===== src/rtl/frtc_pkg.sv =====
// Shared types and constants for the rule table classifier
package frtc_pkg;
	localparam int RULES = 16;
	localparam int IDX_W = (RULES > 1) ? $clog2(RULES) : 1;
	localparam int CNT_W = $clog2(RULES + 1);
	localparam int QDEPTH = 2;

	localparam logic [1:0] FN_CLASSIFY = 2'd0;
	localparam logic [1:0] FN_ADD = 2'd1;
	localparam logic [1:0] FN_DELETE = 2'd2;
	localparam logic [1:0] FN_FLUSH = 2'd3;

	localparam logic [1:0] ST_DONE = 2'd0;
	localparam logic [1:0] ST_DUP = 2'd1;
	localparam logic [1:0] ST_FULL = 2'd2;
	localparam logic [1:0] ST_MISS = 2'd3;

	typedef struct packed {
		logic [1:0] func;
		logic direction;
		logic [7:0] proto;
		logic [31:0] src_ip;
		logic [31:0] dst_ip;
		logic [15:0] src_port;
		logic [15:0] dst_port;
		logic [7:0] rule_action;
	} req_t;

	typedef struct packed {
		logic matched;
		logic [7:0] verdict;
		logic [31:0] hit_count;
		logic [3:0] slot;
		logic [1:0] status;
	} rsp_t;

	typedef struct packed {
		logic direction;
		logic [7:0] proto;
		logic [31:0] src_ip;
		logic [31:0] dst_ip;
		logic [15:0] src_port;
		logic [15:0] dst_port;
		logic [7:0] action;
	} rule_t;

	// front decision handed to the back part
	typedef struct packed {
		logic [1:0] func;
		logic found;
		logic [IDX_W-1:0] idx;
		rule_t rule;
	} cmd_t;
endpackage


===== src/rtl/frtc_if.sv =====
// Valid/ready channel interfaces for requests and responses
interface frtc_req_if;
	import frtc_pkg::*;
	logic valid;
	logic ready;
	req_t data;
	modport source(output valid, output data, input ready);
	modport sink(input valid, input data, output ready);
endinterface

interface frtc_rsp_if;
	import frtc_pkg::*;
	logic valid;
	logic ready;
	rsp_t data;
	modport source(output valid, output data, input ready);
	modport sink(input valid, input data, output ready);
endinterface


===== src/rtl/frtc_front.sv =====
// Front part: takes a request and finds the matching rule index
module frtc_front (
	frtc_req_if.sink req,
	input logic [frtc_pkg::RULES-1:0] rule_vld,
	input frtc_pkg::rule_t rules [frtc_pkg::RULES],
	input logic busy,
	output logic cmd_valid,
	output frtc_pkg::cmd_t cmd
);
	import frtc_pkg::*;

	logic [RULES-1:0] hit;
	logic found;
	logic [IDX_W-1:0] idx;

	// table updates at the transfer edge; input stalls only on a full response queue
	assign req.ready = !busy;
	assign cmd_valid = req.valid && !busy;

	always_comb begin
		for (int i = 0; i < RULES; i++) begin
			if (req.data.func == FN_CLASSIFY) begin
				hit[i] = rule_vld[i] && rules[i].direction == req.data.direction &&
					(rules[i].proto == '0 || rules[i].proto == req.data.proto) &&
					(rules[i].src_ip == '0 || rules[i].src_ip == req.data.src_ip) &&
					(rules[i].dst_ip == '0 || rules[i].dst_ip == req.data.dst_ip) &&
					(rules[i].src_port == '0 || rules[i].src_port == req.data.src_port) &&
					(rules[i].dst_port == '0 || rules[i].dst_port == req.data.dst_port);
			end else begin
				hit[i] = rule_vld[i] && rules[i].direction == req.data.direction &&
					rules[i].proto == req.data.proto &&
					rules[i].src_ip == req.data.src_ip &&
					rules[i].dst_ip == req.data.dst_ip &&
					rules[i].src_port == req.data.src_port &&
					rules[i].dst_port == req.data.dst_port;
			end
		end
		found = 1'b0;
		idx = '0;
		for (int i = RULES - 1; i >= 0; i--) begin
			if (hit[i]) begin
				found = 1'b1;
				idx = IDX_W'(i);
			end
		end
	end

	always_comb begin
		cmd.func = req.data.func;
		cmd.found = found;
		cmd.idx = idx;
		cmd.rule.direction = req.data.direction;
		cmd.rule.proto = req.data.proto;
		cmd.rule.src_ip = req.data.src_ip;
		cmd.rule.dst_ip = req.data.dst_ip;
		cmd.rule.src_port = req.data.src_port;
		cmd.rule.dst_port = req.data.dst_port;
		cmd.rule.action = req.data.rule_action;
	end
endmodule


===== src/rtl/frtc_back.sv =====
// Back part: rule table update and response queue
module frtc_back (
	input logic clk,
	input logic arst_n,
	input logic cmd_valid,
	input frtc_pkg::cmd_t cmd,
	output logic [frtc_pkg::RULES-1:0] rule_vld,
	output frtc_pkg::rule_t rules [frtc_pkg::RULES],
	output logic busy,
	frtc_rsp_if.source rsp
);
	import frtc_pkg::*;

	rule_t rule_q [RULES];
	logic [31:0] hits_q [RULES];
	logic [CNT_W-1:0] count_q;
	rsp_t rsp_q [QDEPTH];
	logic [1:0] qcnt_q;

	rsp_t r;
	logic [31:0] hnext;
	logic full;

	assign full = count_q == CNT_W'(RULES);
	assign hnext = hits_q[cmd.idx] + 32'd1;
	assign busy = qcnt_q == 2'(QDEPTH);
	assign rules = rule_q;
	assign rsp.valid = qcnt_q != '0;
	assign rsp.data = rsp_q[0];

	always_comb begin
		for (int i = 0; i < RULES; i++) rule_vld[i] = CNT_W'(i) < count_q;
	end

	always_comb begin
		r = '0;
		case (cmd.func)
			FN_CLASSIFY: begin
				r.status = cmd.found ? ST_DONE : ST_MISS;
				if (cmd.found) begin
					r.matched = 1'b1;
					r.verdict = rule_q[cmd.idx].action;
					r.hit_count = hnext;
					r.slot = 4'(cmd.idx);
				end
			end
			FN_ADD: begin
				if (cmd.found) begin
					r.matched = 1'b1;
					r.verdict = rule_q[cmd.idx].action;
					r.hit_count = hits_q[cmd.idx];
					r.slot = 4'(cmd.idx);
					r.status = ST_DUP;
				end else if (full) begin
					r.status = ST_FULL;
				end else begin
					r.slot = 4'(count_q);
				end
			end
			FN_DELETE: begin
				r.status = cmd.found ? ST_DONE : ST_MISS;
				if (cmd.found) begin
					r.matched = 1'b1;
					r.verdict = rule_q[cmd.idx].action;
					r.hit_count = hits_q[cmd.idx];
					r.slot = 4'(cmd.idx);
				end
			end
			default: r.status = ST_DONE;
		endcase
	end

	always_ff @(posedge clk or negedge arst_n) begin
		if (!arst_n) begin
			count_q <= '0;
		end else if (cmd_valid) begin
			case (cmd.func)
				FN_ADD: if (!cmd.found && !full) count_q <= count_q + 1'b1;
				FN_DELETE: if (cmd.found) count_q <= count_q - 1'b1;
				FN_FLUSH: count_q <= '0;
				default: count_q <= count_q;
			endcase
		end
	end

	// table payload, shift-down on delete keeps order
	always_ff @(posedge clk) begin
		if (cmd_valid) begin
			case (cmd.func)
				FN_CLASSIFY: if (cmd.found) hits_q[cmd.idx] <= hnext;
				FN_ADD: begin
					if (!cmd.found && !full) begin
						rule_q[IDX_W'(count_q)] <= cmd.rule;
						hits_q[IDX_W'(count_q)] <= '0;
					end
				end
				FN_DELETE: begin
					if (cmd.found) begin
						for (int i = 0; i < RULES - 1; i++) begin
							if (IDX_W'(i) >= cmd.idx) begin
								rule_q[i] <= rule_q[i+1];
								hits_q[i] <= hits_q[i+1];
							end
						end
					end
				end
				default: ;
			endcase
		end
	end

	logic push, pop;
	assign push = cmd_valid;
	assign pop = rsp.valid && rsp.ready;

	always_ff @(posedge clk or negedge arst_n) begin
		if (!arst_n) begin
			qcnt_q <= '0;
		end else begin
			qcnt_q <= qcnt_q + 2'(push) - 2'(pop);
		end
	end

	always_ff @(posedge clk) begin
		if (push && (qcnt_q == 2'd0 || (qcnt_q == 2'd1 && pop))) rsp_q[0] <= r;
		else if (pop) rsp_q[0] <= rsp_q[1];
		if (push && qcnt_q == 2'd1 && !pop) rsp_q[1] <= r;
	end
endmodule


===== src/rtl/firewall_rule_table_classifier.sv =====
// A request is looked up and applied in its accept cycle; its response is
// registered into the response queue. One request per cycle is taken while the
// two-entry response queue has room; the queue stalls input when full.
// The rule lookup compares all rules in parallel against table registers.
// Reset empties the table and the response queue.
module firewall_rule_table_classifier (
	input logic clk,
	input logic arst_n,
	frtc_req_if.sink req,
	frtc_rsp_if.source rsp
);
	import frtc_pkg::*;

	logic [RULES-1:0] rule_vld;
	rule_t rules [RULES];
	logic busy;
	logic cmd_valid;
	cmd_t cmd;

	frtc_front u_front (
		.req(req), .rule_vld(rule_vld), .rules(rules),
		.busy(busy), .cmd_valid(cmd_valid), .cmd(cmd)
	);

	frtc_back u_back (
		.clk(clk), .arst_n(arst_n), .cmd_valid(cmd_valid), .cmd(cmd),
		.rule_vld(rule_vld), .rules(rules), .busy(busy), .rsp(rsp)
	);
endmodule


===== src/flat_wrapper.sv =====
// flat-port wrapper written by rule: the top's interface ports become plain ports
module firewall_rule_table_classifier_flat import frtc_pkg::*;
  (clk, arst_n, req_valid, req_data, req_ready, rsp_valid, rsp_data, rsp_ready);
  frtc_req_if req_i ();
  frtc_rsp_if rsp_i ();
  input logic clk;
  input logic arst_n;
  input wire logic [$bits(req_i.valid)-1:0] req_valid;
  input wire logic [$bits(req_i.data)-1:0] req_data;
  output wire logic [$bits(req_i.ready)-1:0] req_ready;
  output wire logic [$bits(rsp_i.valid)-1:0] rsp_valid;
  output wire logic [$bits(rsp_i.data)-1:0] rsp_data;
  input wire logic [$bits(rsp_i.ready)-1:0] rsp_ready;
  assign req_i.valid = req_valid;
  assign req_i.data = req_data;
  assign req_ready = req_i.ready;
  assign rsp_valid = rsp_i.valid;
  assign rsp_data = rsp_i.data;
  assign rsp_i.ready = rsp_ready;
  firewall_rule_table_classifier u_core (.clk(clk), .arst_n(arst_n), .req(req_i), .rsp(rsp_i));
endmodule

===== config.mk =====
export PLATFORM = sky130hd
export DESIGN_NAME = firewall_rule_table_classifier_flat
export DESIGN_NICKNAME = d
export VERILOG_FILES = /design/src/rtl/frtc_pkg.sv /design/src/rtl/frtc_if.sv /design/src/rtl/frtc_front.sv /design/src/rtl/frtc_back.sv /design/src/rtl/firewall_rule_table_classifier.sv /design/src/flat_wrapper.sv
export SDC_FILE = /design/constraint.sdc
export NUM_CORES = 2
export LEC_CHECK = 0
export BUFFER_PORTS_ARGS = -buffer_cell sky130_fd_sc_hd__buf_2
export CAP_MARGIN = 15
export CORE_ASPECT_RATIO = 1.5
export CORE_MARGIN = 3
export CORE_UTILIZATION = 51
export DETAILED_ROUTE_END_ITERATION = 16
export HOLD_SLACK_MARGIN = 0.02
export PLACE_DENSITY_LB_ADDON = 0.1
export SETUP_SLACK_MARGIN = 0.02
export SYNTH_ARGS = -nofsm -noshare
export SYNTH_HDL_FRONTEND = slang
export SYNTH_SLANG_ARGS = --single-unit

===== constraint.sdc =====
create_clock -name clk -period 12.5 [get_ports clk]
set_input_delay 0 -clock clk [delete_from_list [all_inputs] [get_ports clk]]
set_output_delay 0 -clock clk [all_outputs]
set_load 0.02 [all_outputs]

==> results.md <==
- Status: finished clean
- Post-CTS Resized: 0
- Gpl congestion: 1.07
- Hold-fix buffers at CTS: 126
- Worst R2R Setup Slack: ~2.7 ns
- Fin nets: around 12k
- Power per cell area: 147 mW/mm^2
- Share of layout cells above drive strength 1: under 10%
- Met1 Track Usage GR: between 40 and 50%
- Fin Setup TNS: 0 ns
- Multi-input logic area: roughly 0.053 sq mm
- Avg Vias per Cell: about 7
- Setup ws final: between 2 and 3 ns
- Average size of a mapped cell: about 10 sq um
- Worst Path Max Fanout: 16
- Initial Util: between 50% and 60%
- Final antenna-violating net count: 0
- Fillers: around 22k
- RSZ-0062 raised after global routing: no
- Crit-path cells: xor2_1 -> nor4_1 -> nand4_1 -> nor4_1 -> buf_4 -> and4b_1 -> nor4_1 -> o31ai_1 -> a2bb2oi_4 -> buf_4 -> nand2_1 -> a211o_1 -> nand3_1 -> nor3_1 -> and4b_1 -> nand4_2 -> nor3_4 -> a21oi_1 -> o21ai_1 -> o21ai_0
- Worst-Skew Late Latency: 0.97 ns
- Lkg Pwr: around 45 nW
- Core footprint: around 0.25 sq mm
- WL/cell: around 38 microns
- Slew HR: 14.7%
- Initial antenna violation count: between 40 and 50
- Cell Area, Synth: approximately 0.13 sq mm
- CTS sink count: about 2.4k
- Synth top area share: a little under three fifths
- Mux share of post-synthesis cell area: under 10%
- Setup Skew: roughly 0.077 ns
- HPWL after detailed placement: about 400000 microns
- Synth Area in Compound Gates: 11.8%
- Final Cycle Share: between 70% and 80%
- Synth cell types: roughly 110
- Most common cell after layout, fill and taps aside: nand2_1
- DR pass1 iterations: 7
- Number of global-route vias before repair: approximately 110k
- Met2 Use GR: between 70% and 80%
- Most used DFF post-synth: edfxtp_1
- First-pass GRT wire length: between 800000 and 900000 microns
- Chip width: between 400 and 500 microns
- Clock Tree Buf Depth: 4
- Critical path's slowest cell: nor4_1
- Post-synthesis sequential area ratio: between 50% and 60%
- Register area: 0.0727 sq mm
- Dpl ws: roughly 3.0 ns
- Max Cap Viol: 0
- Crit path max-delay family: simple AND/OR/NAND/NOR gates
- Met3 Track Usage GR: 9.99%
- Largest family of logic cells by synthesized area: simple AND/OR/NAND/NOR gates
- Synth Instances: 12.4k
- Yosys top cell by area: edfxtp_1
- Chip Height: a little over 600 microns
- Clk root buf: clkbuf_16
- CP dominant cell by count: nor4_1
- Inserted Clock Buffers: 243
- Hold Crit Class: input pin to flop
- Die area: 0.260 sq mm
- Worst slew pin tran: about 1.3 ns
- Commonest non-fill, non-tap cells in the layout: 2614 x nand2_1, 2414 x edfxtp_1, 2143 x o21ai_0, 991 x xor2_1, 719 x nor4_1
- CTS tree: built
- Final setup vio count: 0
- Area growth syn-to-layout: 9.40%
- Std cell rows: 226
- Final WL: around 600000 microns
- CP arrival: about 10 ns
- Critical path class: flop to flop
- Post-Synth XOR/XNOR Area: a little under an eighth
- Syn Nets: 12.5k
- Peak supply drop: 130 uV
- Most Crowded Layer GR: met2
- GRT overflow: 0
- Pin count of the biggest net entering global routing: around 190
- CP peak stage delay: approximately 1.2 ns
- Vias: approximately 110k
- I/O pin cnt: about 170
- Post-CTS Setup Inserts: 0
- Simple-gate portion of the synthesized area: between 15 and 20%
- CTS H-tree depth: 4
- Final hold vios: 0
- EDFF count, synth: ~2.4k
- Slew Viols, Final: 0
- DRC violations left: 0
- Async SR Flop Fraction: less than 1%
- CTS clk-pin slew, worst paths: roughly 0.070 ns
- DR iter-0 viols: 15.5k
- Worst Setup Start Kind: flop
- Min Tclk post-route: between 9 and 10 ns
- Register bit count reported by yosys: about 2.4k
- GRT Util Overall: 44.6%
- Crit path buffers/inverters: 2
- Total of warnings raised by yosys: 0
- Port Buffers: 167
- CP Capture Type: flop
- Synth Area in Adders: less than 1%
- Achievable clock frequency: 102 MHz
- Required @ worst endpoint: 13.15 ns
- Synth area leaders: edfxtp_1 56%, o21ai_0 8.3%, nand2_1 7.6%, xor2_1 6.7%, xnor2_1 4.8%
## per-layer routing
metal  up-vias  share of wire [%]
li1      44400                  -
met1     53100                 31
met2      8059                 47
met3      2687                9.7
met4        12                 12
met5         -              0.014
## worst reg2reg max path, stage by stage (launching register included)
cell	delay [ns]
edfxtp_1	0.50
xor2_1	0.23
nor4_1	0.62
nand4_1	0.44
nor4_1	1.16
buf_4	0.27
and4b_1	0.23
nor4_1	0.11
o31ai_1	0.77
a2bb2oi_4	0.37
buf_4	0.33
nand2_1	0.72
a211o_1	0.20
nand3_1	0.08
nor3_1	0.87
and4b_1	0.38
nand4_2	0.51
nor3_4	0.52
a21oi_1	0.18
o21ai_1	0.84
o21ai_0	0.19
## final timing paths
check                                                     start                                     end  cells past startpoint
max                          u_core.u_back.rules[171]$_DFFE_PP_  u_core.u_back.hits_q[14][31]$_DFFE_PP_                     20
min                                                 req_data[2]        u_core.u_back.rules[2]$_DFFE_PP_                      2
max reg2reg                  u_core.u_back.rules[171]$_DFFE_PP_  u_core.u_back.hits_q[14][31]$_DFFE_PP_                     20
min reg2reg                u_core.u_back.rsp_q[0][53]$_DFFE_PP_     u_core.u_back.rsp_q[0][6]$_DFFE_PP_                      2
max in group asynchronous                                arst_n    u_core.u_back.count_q[2]$_DFFE_PN0P_                      3
min in group asynchronous                                arst_n       u_core.u_back.qcnt_q[1]$_DFF_PN0_                      3
## synthesized netlist by cell type, types with 17 or more instances
| cell | instances |
|---|---|
| a221o_1 | 17 |
| buf_2 | 151 |
| a22o_1 | 19 |
| and2_1 | 23 |
| inv_1 | 55 |
| and3_1 | 70 |
| o21ai_0 | 2146 |
| or3_1 | 21 |
| a21oi_1 | 127 |
| a22oi_1 | 18 |
| nand4_1 | 328 |
| buf_6 | 46 |
| nor3_1 | 68 |
| nor2_1 | 166 |
| a221oi_1 | 26 |
| o211ai_1 | 25 |
| a211oi_1 | 26 |
| nor4_1 | 727 |
| or2_2 | 32 |
| mux2_2 | 51 |
| clkbuf_1 | 674 |
| nand3_1 | 86 |
| mux2i_1 | 114 |
| edfxtp_1 | 2414 |
| o21ai_1 | 81 |
| xnor2_1 | 716 |
| xor2_1 | 991 |
| o21a_1 | 17 |
| o22ai_1 | 35 |
| nand2b_1 | 20 |
| nand2_1 | 2633 |
| buf_4 | 124 |
## final cells by class
| cell class | count | share of cell area [%] |
|---|---|---|
| clock inverters | 168 | 1.34 |
| inverters | 60 | 0.159 |
| flip-flops and latches | 2421 | 51.2 |
| clock buffers | 275 | 4.40 |
| diodes | 39 | 0.0688 |
| well taps | 3306 | 2.92 |
| multi-input cells | 8915 | 37.1 |
| repair buffers | 508 | 2.72 |
## metrics by stage
stage / cells / utilization [%] / total power [mW] / hold WS (ns) / cell area [sq um]
finish: 15700 / 56.1 / 20.8 / 0.0801 / 142000
detailed placement: 15100 / 52.3 / 13.0 / -0.110 / 132000
CTS: 15700 / 56.0 / 20.7 / 0.0607 / 142000
global placement: 15100 / 52.3 / 12.9 / -0.116 / 132000
global route: 15700 / 56.1 / 21.2 / 0.0606 / 142000
floorplan: 12400 / - / 11.7 / -0.296 / 130000
## cells by family (layout without fill, tap and decap cells)
family          after synthesis  in the layout
compound gates             2755           2755
fa+ha+maj                     8              8
flops                      2421           2421
mux                         165            165
simple gates               4275           4275
xor+xnor                   1712           1712
other cells                   0             39
buf+inv                    1069           1011
## sequential cells by signal (all words and copies together) (netlist names)
register	flops
u_core.u_back.count_q	5
u_core.u_back.hits_q	512
u_core.u_back.qcnt_q	2
u_core.u_back.rsp_q	94
u_core.u_back.rules	1808
## power breakdown
part           switching (mW)  total [mW]  internal, mW  leakage (nW)
combinational            2.39        3.11         0.722          19.2
clock                    3.42        7.82          4.40          3.95
sequential              0.376        9.85          9.47          22.2
total                    6.18        20.8          14.6          45.3
Note: power is estimated with default switching activity, not from simulation.
